<file path="src/rtl/sirt_pkg.sv">
`timescale 1ns / 1ps
// Shared types, constants and character helpers for the signed integer to radix text block.
// No dependencies; every other file in rtl imports this package.
package sirt_pkg;

    // Value and alphabet geometry
    localparam int VALUE_WIDTH_DEF = 32;
    localparam int ALPHA_WORDS     = 8;
    localparam int ALPHA_WORD_W    = 64;
    localparam int ALPHA_SEL_W     = 3;
    localparam int BYTE_SEL_W      = 3;
    localparam int ALPHA_POS_W     = 6;
    localparam int CHAR_W          = 8;
    localparam int DIGIT_W         = 6;
    localparam int SEEN_W          = 1 << DIGIT_W;
    localparam int CODE_COUNT      = 62;
    localparam int MIN_RADIX       = 2;
    localparam int CFG_INDEX_W     = 8;

    // Alphabet reset: decimal digits "0123456789"
    localparam logic [ALPHA_WORD_W-1:0] ALPHA_RESET_0 = 64'h3736_3534_3332_3130;
    localparam logic [ALPHA_WORD_W-1:0] ALPHA_RESET_1 = 64'h0000_0000_0000_3938;

    // Characters
    localparam logic [CHAR_W-1:0] MINUS_CHAR = 8'h2D;
    localparam logic [CHAR_W-1:0] CHAR_0     = 8'h30;
    localparam logic [CHAR_W-1:0] CHAR_9     = 8'h39;
    localparam logic [CHAR_W-1:0] CHAR_UA    = 8'h41;
    localparam logic [CHAR_W-1:0] CHAR_UZ    = 8'h5A;
    localparam logic [CHAR_W-1:0] CHAR_LA    = 8'h61;
    localparam logic [CHAR_W-1:0] CHAR_LZ    = 8'h7A;
    localparam logic [CHAR_W-1:0] CHAR_NUL   = 8'h00;

    // Dense code offsets for the duplicate map
    localparam logic [CHAR_W-1:0] CODE_UPPER_BASE = 8'd10;
    localparam logic [CHAR_W-1:0] CODE_LOWER_BASE = 8'd36;

    // Carry link between neighbouring digit cells
    typedef struct packed {
        logic valid;
        logic carry;
    } link_t;

    // Alphabet checker status
    typedef struct packed {
        logic               busy;
        logic               ok;
        logic [DIGIT_W-1:0] radix;
    } alpha_stat_t;

    typedef enum logic [1:0] {
        ST_IDLE,
        ST_CONV,
        ST_SIGN,
        ST_DIGITS
    } ctl_state_t;

    function automatic logic is_alnum(input logic [CHAR_W-1:0] c);
        return ((c >= CHAR_LA) && (c <= CHAR_LZ)) ||
               ((c >= CHAR_UA) && (c <= CHAR_UZ)) ||
               ((c >= CHAR_0)  && (c <= CHAR_9));
    endfunction

    // Maps 0-9, A-Z, a-z onto 0..61; meaningless for other characters
    function automatic logic [DIGIT_W-1:0] alnum_code(input logic [CHAR_W-1:0] c);
        logic [CHAR_W-1:0] off;
        if (c <= CHAR_9) begin
            off = c - CHAR_0;
        end else if (c <= CHAR_UZ) begin
            off = c - CHAR_UA + CODE_UPPER_BASE;
        end else begin
            off = c - CHAR_LA + CODE_LOWER_BASE;
        end
        return off[DIGIT_W-1:0];
    endfunction

endpackage

</file>
<file path="src/rtl/sirt_cell.sv">
`timescale 1ns / 1ps
// One digit cell of the conversion chain: doubles its digit plus incoming carry modulo
// the radix, and shifts digits towards the top during output. Depends on sirt_pkg.
module sirt_cell (
    input  logic                         aclk,
    input  logic                         aresetn,
    input  logic                         clear,
    input  logic                         shift_en,
    input  logic [sirt_pkg::DIGIT_W-1:0] radix,
    input  sirt_pkg::link_t              link_in,
    input  logic [sirt_pkg::DIGIT_W-1:0] digit_in,
    output sirt_pkg::link_t              link_out,
    output logic [sirt_pkg::DIGIT_W-1:0] digit_out
);
    import sirt_pkg::*;

    logic [DIGIT_W-1:0] d_reg, d_next;
    link_t              link_reg, link_next;
    logic [DIGIT_W:0]   dbl;
    logic [DIGIT_W:0]   sub;
    logic               wrap;

    // 2*d + carry, folded once against the radix
    always_comb begin
        dbl  = {d_reg, link_in.carry};
        sub  = dbl - {1'b0, radix};
        wrap = (dbl >= {1'b0, radix});
    end

    always_comb begin
        priority if (clear) begin
            d_next = '0;
        end else if (shift_en) begin
            d_next = digit_in;
        end else if (link_in.valid) begin
            d_next = wrap ? sub[DIGIT_W-1:0] : dbl[DIGIT_W-1:0];
        end else begin
            d_next = d_reg;
        end

        if (clear) begin
            link_next = '0;
        end else begin
            link_next.valid = link_in.valid;
            link_next.carry = link_in.valid & wrap;
        end
    end

    always_ff @(posedge aclk) begin
        if (!aresetn) begin
            link_reg <= '0;
        end else begin
            link_reg <= link_next;
        end
    end

    always_ff @(posedge aclk) begin
        d_reg <= d_next;
    end

    assign link_out  = link_reg;
    assign digit_out = d_reg;

endmodule

</file>
<file path="src/rtl/sirt_alpha_check.sv">
`timescale 1ns / 1ps
// Alphabet checker: walks the alphabet one byte per cycle after reset and after each
// configuration write, finding its length and rejecting bad or repeated characters. Uses sirt_pkg.
module sirt_alpha_check (
    input  logic                             aclk,
    input  logic                             aresetn,
    input  logic                             restart,
    input  logic [sirt_pkg::CHAR_W-1:0]      rd_char,
    output logic [sirt_pkg::ALPHA_POS_W-1:0] rd_pos,
    output sirt_pkg::alpha_stat_t            stat
);
    import sirt_pkg::*;

    localparam logic [ALPHA_POS_W:0] MIN_LEN   = (ALPHA_POS_W + 1)'(MIN_RADIX);
    localparam logic [DIGIT_W-1:0]   MIN_RDX   = DIGIT_W'(MIN_RADIX);
    localparam logic [DIGIT_W-1:0]   MAX_RDX   = DIGIT_W'(CODE_COUNT);

    logic                 busy_reg, busy_next;
    logic                 ok_reg, ok_next;
    logic [DIGIT_W-1:0]   radix_reg, radix_next;
    logic [ALPHA_POS_W:0] pos_reg, pos_next;
    logic [SEEN_W-1:0]    seen_reg, seen_next;
    logic [DIGIT_W-1:0]   code;
    logic                 at_end;
    logic                 bad;

    // Character classification for the byte under the cursor
    always_comb begin
        code   = alnum_code(rd_char);
        at_end = pos_reg[ALPHA_POS_W] || (rd_char == CHAR_NUL);
        bad    = !is_alnum(rd_char) || seen_reg[code];
    end

    // Scan sequencing
    always_comb begin
        busy_next  = busy_reg;
        ok_next    = ok_reg;
        radix_next = radix_reg;
        pos_next   = pos_reg;
        seen_next  = seen_reg;
        if (restart) begin
            busy_next = 1'b1;
            ok_next   = 1'b0;
            pos_next  = '0;
            seen_next = '0;
        end else if (busy_reg) begin
            priority if (at_end) begin
                busy_next  = 1'b0;
                ok_next    = (pos_reg >= MIN_LEN);
                radix_next = pos_reg[DIGIT_W-1:0];
            end else if (bad) begin
                busy_next = 1'b0;
                ok_next   = 1'b0;
            end else begin
                seen_next[code] = 1'b1;
                pos_next        = pos_reg + 1'b1;
            end
        end
    end

    always_ff @(posedge aclk) begin
        if (!aresetn) begin
            busy_reg <= 1'b1;
            ok_reg   <= 1'b0;
            pos_reg  <= '0;
            seen_reg <= '0;
        end else begin
            busy_reg <= busy_next;
            ok_reg   <= ok_next;
            pos_reg  <= pos_next;
            seen_reg <= seen_next;
        end
    end

    always_ff @(posedge aclk) begin
        radix_reg <= radix_next;
    end

    assign rd_pos      = pos_reg[ALPHA_POS_W-1:0];
    assign stat.busy   = busy_reg;
    assign stat.ok     = ok_reg;
    assign stat.radix  = radix_reg;

    // A good alphabet always has a usable radix
    a_radix_range: assert property (@(posedge aclk) disable iff (!aresetn)
        (!busy_reg && ok_reg) |-> ((radix_reg >= MIN_RDX) && (radix_reg <= MAX_RDX)))
        else $error("accepted alphabet with radix out of range");

    // An accepted character is remembered for the duplicate check
    a_seen_marked: assert property (@(posedge aclk) disable iff (!aresetn)
        (busy_reg && !restart && !at_end && !bad) |=> seen_reg[$past(code)])
        else $error("scanned character not marked as seen");

    // Verdict only moves when a scan runs
    a_verdict_stable: assert property (@(posedge aclk) disable iff (!aresetn)
        (!busy_reg && !restart) |=> (!busy_reg && $stable(ok_reg) && $stable(radix_reg)))
        else $error("alphabet verdict changed without a rescan");

endmodule

</file>
<file path="src/rtl/signed_integer_to_radix_text.sv">
`timescale 1ns / 1ps
// Top level of the signed integer to radix text converter: configuration registers,
// control sequencer, digit cell chain and output register. Uses sirt_pkg, sirt_cell, sirt_alpha_check.
//
// Converts one VALUE_WIDTH-bit two's complement number into characters of the alphabet held in
// alphabet_word_0..7 (radix = count of leading nonzero bytes), '-' first for negative values,
// most significant digit first, m_final_char on the last character. An alphabet shorter than
// two characters, with a non-alphanumeric or a repeated character, makes a transaction produce
// no characters. The magnitude is shifted MSB first into a row of VALUE_WIDTH digit cells whose
// carries are registered from cell to cell; when the conversion count runs out, the digits
// shift out of the top cell at one per cycle while the output is not stalled (leading zeros
// are dropped at one per cycle without waiting on the output), after a minus sign for negative
// values. One number is in flight at a time. After reset and after each configuration write
// the alphabet is checked one byte per cycle while s_ready stays low.
module signed_integer_to_radix_text #(
    parameter int VALUE_WIDTH = sirt_pkg::VALUE_WIDTH_DEF
) (
    input  logic                              aclk,
    input  logic                              aresetn,
    input  logic                              s_valid,
    output logic                              s_ready,
    input  logic signed [VALUE_WIDTH-1:0]     s_number,
    output logic                              m_valid,
    input  logic                              m_ready,
    output logic [sirt_pkg::CHAR_W-1:0]       m_text_char,
    output logic                              m_final_char,
    input  logic                              cfg_valid,
    output logic                              cfg_ready,
    input  logic [sirt_pkg::CFG_INDEX_W-1:0]  cfg_index,
    input  logic [sirt_pkg::ALPHA_WORD_W-1:0] cfg_data
);
    import sirt_pkg::*;

    localparam int CELLS       = VALUE_WIDTH;
    localparam int CONV_CYCLES = VALUE_WIDTH + CELLS - 1;
    localparam int CNT_W       = $clog2(CONV_CYCLES);
    localparam int REM_W       = $clog2(CELLS + 1);

    localparam logic [CNT_W-1:0]       CONV_LAST = CNT_W'(CONV_CYCLES - 1);
    localparam logic [CNT_W-1:0]       FEED_END  = CNT_W'(VALUE_WIDTH);
    localparam logic [REM_W-1:0]       REM_FULL  = REM_W'(CELLS);
    localparam logic [REM_W-1:0]       REM_ONE   = REM_W'(1);
    localparam logic [CFG_INDEX_W-1:0] CFG_LIMIT = CFG_INDEX_W'(ALPHA_WORDS);

    // Configuration store
    logic [ALPHA_WORD_W-1:0] alpha_reg [ALPHA_WORDS];
    logic                    cfg_wr;

    // Sequencer state
    ctl_state_t              state_reg, state_next;
    logic [VALUE_WIDTH-1:0]  mag_reg, mag_next;
    logic                    neg_reg, neg_next;
    logic [CNT_W-1:0]        cnt_reg, cnt_next;
    logic [REM_W-1:0]        rem_reg, rem_next;
    logic                    started_reg, started_next;

    // Output register
    logic                    out_valid_reg, out_valid_next;
    logic [CHAR_W-1:0]       out_char_reg, out_char_next;
    logic                    out_final_reg, out_final_next;
    logic                    can_load;
    logic                    out_load;

    // Cell chain wiring
    link_t                   links  [CELLS+1];
    logic [DIGIT_W-1:0]      digits [CELLS+1];
    logic                    cell_clear;
    logic                    cell_shift;
    logic [DIGIT_W-1:0]      top_digit;
    logic                    feed_on;

    // Alphabet read port and checker
    alpha_stat_t             scan_stat;
    logic [ALPHA_POS_W-1:0]  scan_pos;
    logic [ALPHA_POS_W-1:0]  rd_pos;
    logic [CHAR_W-1:0]       rd_char;
    logic [VALUE_WIDTH-1:0]  raw;
    logic                    emit;

    assign cfg_ready = 1'b1;
    assign cfg_wr    = cfg_valid & cfg_ready;

    // Configuration writes; indexes beyond the list are dropped
    always_ff @(posedge aclk) begin
        if (!aresetn) begin
            for (int w = 0; w < ALPHA_WORDS; w++) begin
                alpha_reg[w] <= (w == 0) ? ALPHA_RESET_0 :
                                (w == 1) ? ALPHA_RESET_1 : '0;
            end
        end else if (cfg_wr && (cfg_index < CFG_LIMIT)) begin
            alpha_reg[cfg_index[ALPHA_SEL_W-1:0]] <= cfg_data;
        end
    end

    // Single alphabet byte read, shared by the checker and digit output
    assign top_digit = digits[CELLS];
    assign rd_pos    = (state_reg == ST_DIGITS) ? top_digit : scan_pos;
    assign rd_char   = alpha_reg[rd_pos[ALPHA_POS_W-1:BYTE_SEL_W]]
                                [CHAR_W*rd_pos[BYTE_SEL_W-1:0] +: CHAR_W];

    sirt_alpha_check u_check (
        .aclk    (aclk),
        .aresetn (aresetn),
        .restart (cfg_wr),
        .rd_char (rd_char),
        .rd_pos  (scan_pos),
        .stat    (scan_stat)
    );

    // Digit cells, least significant at index 0
    assign digits[0] = '0;

    // Feed magnitude bits MSB first into the bottom cell, then let the carry wave drain
    assign feed_on  = (state_reg == ST_CONV) && (cnt_reg < FEED_END);
    assign links[0] = '{valid: feed_on, carry: feed_on & mag_reg[VALUE_WIDTH-1]};

    for (genvar j = 0; j < CELLS; j++) begin : g_cell
        sirt_cell u_cell (
            .aclk      (aclk),
            .aresetn   (aresetn),
            .clear     (cell_clear),
            .shift_en  (cell_shift),
            .radix     (scan_stat.radix),
            .link_in   (links[j]),
            .digit_in  (digits[j]),
            .link_out  (links[j+1]),
            .digit_out (digits[j+1])
        );
    end

    // Sequencer and output register next state
    always_comb begin
        state_next     = state_reg;
        mag_next       = mag_reg;
        neg_next       = neg_reg;
        cnt_next       = cnt_reg;
        rem_next       = rem_reg;
        started_next   = started_reg;
        cell_clear     = 1'b0;
        cell_shift     = 1'b0;
        out_load       = 1'b0;
        out_char_next  = out_char_reg;
        out_final_next = out_final_reg;
        raw            = s_number;
        can_load       = !out_valid_reg || m_ready;
        s_ready        = (state_reg == ST_IDLE) && !scan_stat.busy;
        emit           = started_reg || (top_digit != '0) || (rem_reg == REM_ONE);

        unique case (state_reg)
            ST_IDLE: begin
                if (s_valid && s_ready && scan_stat.ok) begin
                    neg_next     = raw[VALUE_WIDTH-1];
                    mag_next     = raw[VALUE_WIDTH-1] ? (~raw + VALUE_WIDTH'(1)) : raw;
                    cnt_next     = '0;
                    rem_next     = REM_FULL;
                    started_next = 1'b0;
                    cell_clear   = 1'b1;
                    state_next   = ST_CONV;
                end
            end
            ST_CONV: begin
                // shift the magnitude while the carry wave runs up the chain
                mag_next       = mag_reg << 1;
                cnt_next       = cnt_reg + 1'b1;
                if (cnt_reg == CONV_LAST) begin
                    state_next = neg_reg ? ST_SIGN : ST_DIGITS;
                end
            end
            ST_SIGN: begin
                if (can_load) begin
                    out_load       = 1'b1;
                    out_char_next  = MINUS_CHAR;
                    out_final_next = 1'b0;
                    state_next     = ST_DIGITS;
                end
            end
            ST_DIGITS: begin
                if (!emit) begin
                    // leading zero: drop it
                    cell_shift = 1'b1;
                    rem_next   = rem_reg - 1'b1;
                end else if (can_load) begin
                    out_load       = 1'b1;
                    out_char_next  = rd_char;
                    out_final_next = (rem_reg == REM_ONE);
                    cell_shift     = 1'b1;
                    rem_next       = rem_reg - 1'b1;
                    started_next   = 1'b1;
                    if (rem_reg == REM_ONE) begin
                        state_next = ST_IDLE;
                    end
                end
            end
            default: begin
                state_next = ST_IDLE;
            end
        endcase

        if (out_load) begin
            out_valid_next = 1'b1;
        end else if (m_ready) begin
            out_valid_next = 1'b0;
        end else begin
            out_valid_next = out_valid_reg;
        end
    end

    always_ff @(posedge aclk) begin
        if (!aresetn) begin
            state_reg     <= ST_IDLE;
            cnt_reg       <= '0;
            rem_reg       <= '0;
            started_reg   <= 1'b0;
            out_valid_reg <= 1'b0;
        end else begin
            state_reg     <= state_next;
            cnt_reg       <= cnt_next;
            rem_reg       <= rem_next;
            started_reg   <= started_next;
            out_valid_reg <= out_valid_next;
        end
    end

    always_ff @(posedge aclk) begin
        mag_reg       <= mag_next;
        neg_reg       <= neg_next;
        out_char_reg  <= out_char_next;
        out_final_reg <= out_final_next;
    end

    assign m_valid      = out_valid_reg;
    assign m_text_char  = out_char_reg;
    assign m_final_char = out_final_reg;

    // The top cell never produces a carry: VALUE_WIDTH digits always suffice
    a_no_top_carry: assert property (@(posedge aclk) disable iff (!aresetn)
        links[CELLS].valid |-> !links[CELLS].carry)
        else $error("carry out of the top digit cell");

    // Digits reaching the output are proper digits of the radix
    a_digit_range: assert property (@(posedge aclk) disable iff (!aresetn)
        (state_reg == ST_DIGITS) |-> (top_digit < scan_stat.radix))
        else $error("digit at the top cell not below the radix");

    // The final character ends the transaction's work
    a_final_idle: assert property (@(posedge aclk) disable iff (!aresetn)
        (state_reg == ST_DIGITS && out_load && out_final_next) |=> (state_reg == ST_IDLE))
        else $error("sequencer busy after final character");

    // An accepted number with a good alphabet starts conversion from count zero
    a_conv_start: assert property (@(posedge aclk) disable iff (!aresetn)
        (s_valid && s_ready && scan_stat.ok) |=> (state_reg == ST_CONV && cnt_reg == '0))
        else $error("conversion did not start after acceptance");

endmodule
</file>
<file path="config.mk">
export PLATFORM = sky130hd
export DESIGN_NAME = signed_integer_to_radix_text
export DESIGN_NICKNAME = d
export VERILOG_FILES = /design/src/rtl/sirt_pkg.sv /design/src/rtl/sirt_cell.sv /design/src/rtl/sirt_alpha_check.sv /design/src/rtl/signed_integer_to_radix_text.sv
export SDC_FILE = /design/constraint.sdc
export NUM_CORES = 2
export LEC_CHECK = 0
export BUFFER_PORTS_ARGS = -buffer_cell sky130_fd_sc_hd__buf_2
export CORE_MARGIN = 2
export CORE_UTILIZATION = 35
export DETAILED_ROUTE_END_ITERATION = 7
export PLACE_DENSITY_LB_ADDON = 0.05
export SYNTH_ARGS = -nofsm -noshare
export SYNTH_HDL_FRONTEND = slang
export SYNTH_SLANG_ARGS = --single-unit
export TNS_END_PERCENT = 1
</file>
<file path="constraint.sdc">
create_clock -name aclk -period 16.5 [get_ports aclk]
set_input_delay 0.825 -clock aclk [delete_from_list [all_inputs] [get_ports aclk]]
set_output_delay 0.825 -clock aclk [all_outputs]
set_load 0.02 [all_outputs]
</file>
### After elaboration in Yosys (flattened, before gate mapping)

Memory sizes are Yosys's and may differ from the RTL's.
Cells that the tools add are included.

* $add $sub $neg: 41
* $lt $le $gt $ge: 43
* equal/unequal tests: 12
* shift operators: 1
* multiplexer cells: 151
* bitwise operators: 38
* reductions and logical operators: 71

Operator list (count)
* $mux 6: 101
* $ge 7x6->1: 32
* $sub 6x6->6: 32
* $reduce_bool 2->1: 36
* $mux 32: 2
* $mux 64: 1
* $or 64x64->64: 1
* $pmux 32 s2: 1
* $reduce_or 64->1: 1
* $shiftx 64x7->8: 1
* $add 32x1->32 const B: 1
* $and 1x1->1: 32
* $not 32->32: 1
* $mux 1: 27
* $mux 8: 3
* $pmux 6 s2: 2
* $ge 8x7->1 const B: 2
* $le 8x7->1 const B: 2
* $pmux 8 s2: 1
* $mux 2: 6
* $sub 6x1->6 const B: 2
* $sub 6x6->6 const B: 2
* $logic_and 1x1->1: 9
* $reduce_and 3->1: 3
* 33 further kinds: 56

* register bits after elaboration: 391
* memory bits (writable): 512
* input bits: 109
* output and inout bits: 12
* word-level logic and storage cells: 466
* memories kept: 1

Memory list
* alpha_reg: depth 8, bits a word 64, read ports 1, clocked after Yosys merged registers in 0, write ports 8, RTL line signed_integer_to_radix_text.sv:46 `logic [ALPHA_WORD_W-1:0] alpha_reg [ALPHA_WORDS];`

### Depth between registers and ports, before layout

An unclocked memory read counts as a cell.

* word-level depth: 14
* mapped depth: 28

### Hierarchy

A second synthesis with hierarchy kept.

* cells, all modules: 6166
* area, all modules: 57961.8 sq um

Modules (own cells, without submodules)
* signed_integer_to_radix_text: instances 1, cells each 2710, area an instance 29806.1 sq um
* sirt_cell: instances 32, cells each 91, area an instance 737.0 sq um
* sirt_alpha_check: instances 1, cells each 544, area an instance 4573.1 sq um

### Worst setup path after synthesis

No wires, ideal clock.

* kind: input port to flip-flop
* start point: input port cfg_index[7] in the netlist's numbering
* end point: memory alpha_reg[2][0], enable pin
* arrival: 6.060 ns
* data required time: 15.926 ns
* setup slack: 9.866 ns
* stages: 5
* cells stage by stage: nor3_1 > nand4_1 > or2_2 > clkbuf_1 > o21ai_0

RTL lines
* from (decl): RTL line signed_integer_to_radix_text.sv:29 `input logic [sirt_pkg::CFG_INDEX_W-1:0] cfg_index,`
* to (decl): RTL line signed_integer_to_radix_text.sv:46

### Worst setup path in the final report

* start point: register state_reg[1]
* end point: register u_check.seen_reg[0]

* longest elaborated chain between the ends: 13
* elaborated cells between the ends (all ways): 37
* classes of those cells: add/sub: 5; order compare: 8; eq/ne: 1; shift: 1; mux: 7; bitwise: 3; reduce/logical: 11; memory: 1

Ends and longest elaborated chain
* from (decl): RTL line signed_integer_to_radix_text.sv:50 `ctl_state_t state_reg, state_next;`
* from (signal assigned): RTL line signed_integer_to_radix_text.sv:216 `state_reg <= state_next;`
* $eq 2x2->1 (*): RTL line signed_integer_to_radix_text.sv:97 `assign rd_pos = (state_reg == ST_DIGITS) ? top_digit : scan_pos;`
* $mux 6 (*): RTL line signed_integer_to_radix_text.sv:97
* $mem_v2 8x64
* $shiftx 64x7->8 (*): RTL line signed_integer_to_radix_text.sv:98 `assign rd_char = alpha_reg[rd_pos[ALPHA_POS_W-1:BYTE_SEL_W]]`
* net rd_char[0]: RTL line signed_integer_to_radix_text.sv:76 `logic [CHAR_W-1:0] rd_char;`
* $sub 6x6->6 / $sub 6x1->6 (equally long branches): RTL line sirt_pkg.sv:72, sirt_pkg.sv:70
* $add 6x6->6 / $add 6x4->6 (equally long branches): RTL line sirt_pkg.sv:72, sirt_pkg.sv:70
* $mux 6: RTL line sirt_pkg.sv:69 `end else if (c <= CHAR_UZ) begin`
* $mux 6: RTL line sirt_pkg.sv:67 `if (c <= CHAR_9) begin`
* $lt 6x7->1 (not written as such), or another cell as far along: RTL line sirt_alpha_check.sv:55 `seen_next[code] = 1'b1;`
* $logic_and 1x1->1 (not written as such) / $mux 1 (equally long branches): RTL line sirt_alpha_check.sv:55, sirt_alpha_check.sv:31
* $mux 1 (not written as such) / $logic_or 1x1->1 (equally long branches): RTL line sirt_alpha_check.sv:55, sirt_alpha_check.sv:31
* $demux 1 s6 / $not 1->1 (equally long branches)
* $or 64x64->64 (no source line) / $reduce_and 3->1 (equally long branches)
* to (signal assigned): RTL line sirt_alpha_check.sv:71 `seen_reg <= seen_next;`
* to (decl): RTL line sirt_alpha_check.sv:22 `logic [SEEN_W-1:0] seen_reg, seen_next;`

The timed path passes the listed nets; every way through them passes the cells marked *. The select of a mux whose other input is x is not followed.
A chain may end at the register's enable or synchronous reset.

==> qor.csv <==
metric,value,unit
status,"complete, no violations",
vias,35300,
wirelength,149000,um
yosys_warnings,0,
grt_pass1_vias,35500,
synthFlopType,edfxtp_1,
synth_area,49300,um2
place_congestion,0.856,
grt_overflow_total,0,
drive_gt1_frac,0.107,
synth_top_area_cell,edfxtp_1,
synth-seq-cells,903,
synth.top_cell.area_share,0.341,
grt_usage,0.207,
hold_class,in2reg,
ctsHoldBuffers,0,
root_buffer,clkbuf_16,
postCtsResizedCells,0,
yosysSeqAreaShare,0.481,
syn_area_per_cell,10.2,um2
cts.htree.levels,3,
arrival,10.11,ns
hold_slack,0.434,ns
grt_max_degree,102,
crit_type,reg2reg,
syn_inst,4827,
finalCriticalPeriod,9.48,ns
die_h,379,um
core_region_area,140000,um2
drc,0,
post_cts_buffers,0,
fill_cells,13800,
layout.nets,5194,
largest_reg_flops,512,
timing.fmax,106,MHz
tns,0,ns
setup_viol,0,
ir_drop,0.0824,mV
p_per_area,111,nW/um2
grt_pass1_wl,226000,um
synth-async-reset-ratio,0,
die_area,144000,um2
synthTopCellsByCount,"edfxtp_1, and2_1, nand2_1, nor2_1, a21oi_1",
cts_sinks,903,
clock_latency,0.73,ns
fin_skew,0.0402,ns
synth.most_common_cell,edfxtp_1,
worstSetupStartpointType,register,
wl_per_cell,21.8,um
cp_data_required_time,17.13,ns
endpoint_kind,register,
syn_nets,5180,
dp_hpwl,90600,um
startpoint,state_reg[1]$_SDFFE_PN0P_,
antenna_found_initial,29,
initial_core_util,0.353,
die_w,379,um
synth_area_leaders,"edfxtp_1, dfxtp_1, and2_1",
row_count,137,
maxCapViolCount,0,
reg2reg_from,state_reg[1]$_SDFFE_PN0P_,
leakage,20.5,nW
via_per_inst,5.18,
hold_viol_final,0,
path_max_fanout,101,
pin_count,121,
rsz0062_at_grt,no,
numCtsBuffers,107,
min_period_over_period,0.574,
finalMaxSlewViolations,0,
area_growth_syn_to_layout,12.3,%
first_pass_iters,5,
drt_iter0_markers,2132,
worst_pin_slew,1.06,ns
cts_tree,built,
clk_pin_slew,0.06,ns
cts_buffer_depth,3,
synth_edf_count,560,
ant_nets,0,
synth.distinct_cells,84,
hold_path.startpoint,cfg_data[25],
portBuffers,119,
slew_headroom,0.286,
worst paths after layout:
check             cells past startpoint  slack [ns]                                end
setup / recovery                     22        7.02   u_check.seen_reg[0]$_SDFFE_PP0P_
setup reg to reg                     22        7.02   u_check.seen_reg[0]$_SDFFE_PP0P_
hold / removal                        2        0.43     alpha_reg[0][25]$_SDFFCE_PN1P_
hold reg to reg                       2        0.45  u_check.seen_reg[51]$_SDFFE_PP0P_
layer usage:
layer	part of all wire	global-route usage	wire [um]
met5	0.00053	0	79
met3	0.037	0.0349	5540
met1	0.45	0.266	67000
met4	0.027	0.0590	4050
met2	0.48	0.357	72100
cell usage in the layout (no fill, tap or decap), types with 21 or more instances in the layout:
master       n
a21o_1      75
nand4_1     26
o211ai_1    37
and2_1     484
nand2b_1    80
a211oi_1   151
mux2i_1     96
a22oi_1     27
nor2_1     433
nand3_1    105
nor3_1      28
nand2_1    442
fa_1        32
clkbuf_16  107
xnor2_1     41
or4b_2      21
edfxtp_1   560
buf_4       63
mux4_2     106
xor2_1      98
clkbuf_1    26
nor3b_1     32
a21oi_1    356
ha_1       211
buf_2      118
o21ai_0    191
and4_1      25
inv_1      145
nor4_1      28
clkinv_1    21
nor2b_1     87
dfxtp_1    343
and3_1      66
o21ai_1     41
report_power, final:
| group | leakage (nW) | total, mW | switching (mW) | internal [mW] |
|---|---|---|---|---|
| sequential | 8.09 | 2.64 | 0.107 | 2.54 |
| clock | 1.74 | 2.41 | 1.01 | 1.40 |
| combinational | 10.7 | 1.08 | 0.683 | 0.400 |
area by class of cell:
type                       instances  area, um2  area share
inverter                         153        579      0.0105
timing repair buffer             182       1080      0.0196
antenna                            7       17.5    0.000316
clock inverter                    53        586      0.0106
clock buffer                     147       2970      0.0536
tap                             1876       2350      0.0424
sequential                       903      23700       0.428
multi-input combinational       3494      24100       0.435
stage by stage:
step | cell area, um2 | cells | setup slack (ns) | util | power [mW]
after floorplan | 49300 | 4827 | 9.87 | - | 3.47
after global placement | 51800 | 6608 | 7.16 | 0.371 | 3.78
after detailed placement | 51800 | 6608 | 6.94 | 0.371 | 3.77
after CTS | 55300 | 6808 | 6.98 | 0.396 | 6.21
after global routing | 55300 | 6814 | 6.08 | 0.396 | 6.43
final | 55300 | 6815 | 7.02 | 0.396 | 6.13
critical path, stage by stage, from the launching register on:
cell,delay (ns)
dfxtp_1,0.42
ha_1,0.60
mux2i_4,0.35
buf_12,0.57
buf_4,0.74
mux4_2,0.59
a22oi_1,0.23
nand3_1,0.14
nand4_1,0.62
inv_1,0.25
ha_1,0.32
o21a_1,0.23
o41a_1,0.56
nor2_1,0.43
nor2_2,0.07
buf_4,0.24
mux2i_1,0.20
mux2i_1,0.10
a221oi_1,0.36
a211oi_1,0.10
a211oi_2,0.82
nand4_1,0.84
o21ai_0,0.39
cells by family after synthesis:
kind of cell | count (synthesis) | share of synthesized area
fa+ha+maj | 244 | 0.0668
simple gates | 1908 | 0.199
buf+inv | 430 | 0.0355
flops | 903 | 0.481
xor+xnor | 140 | 0.0250
mux | 215 | 0.0709
other cells | 1 | 0.0000761
compound gates | 986 | 0.122
No activity file was read; power rests on OpenSTA's default activity.
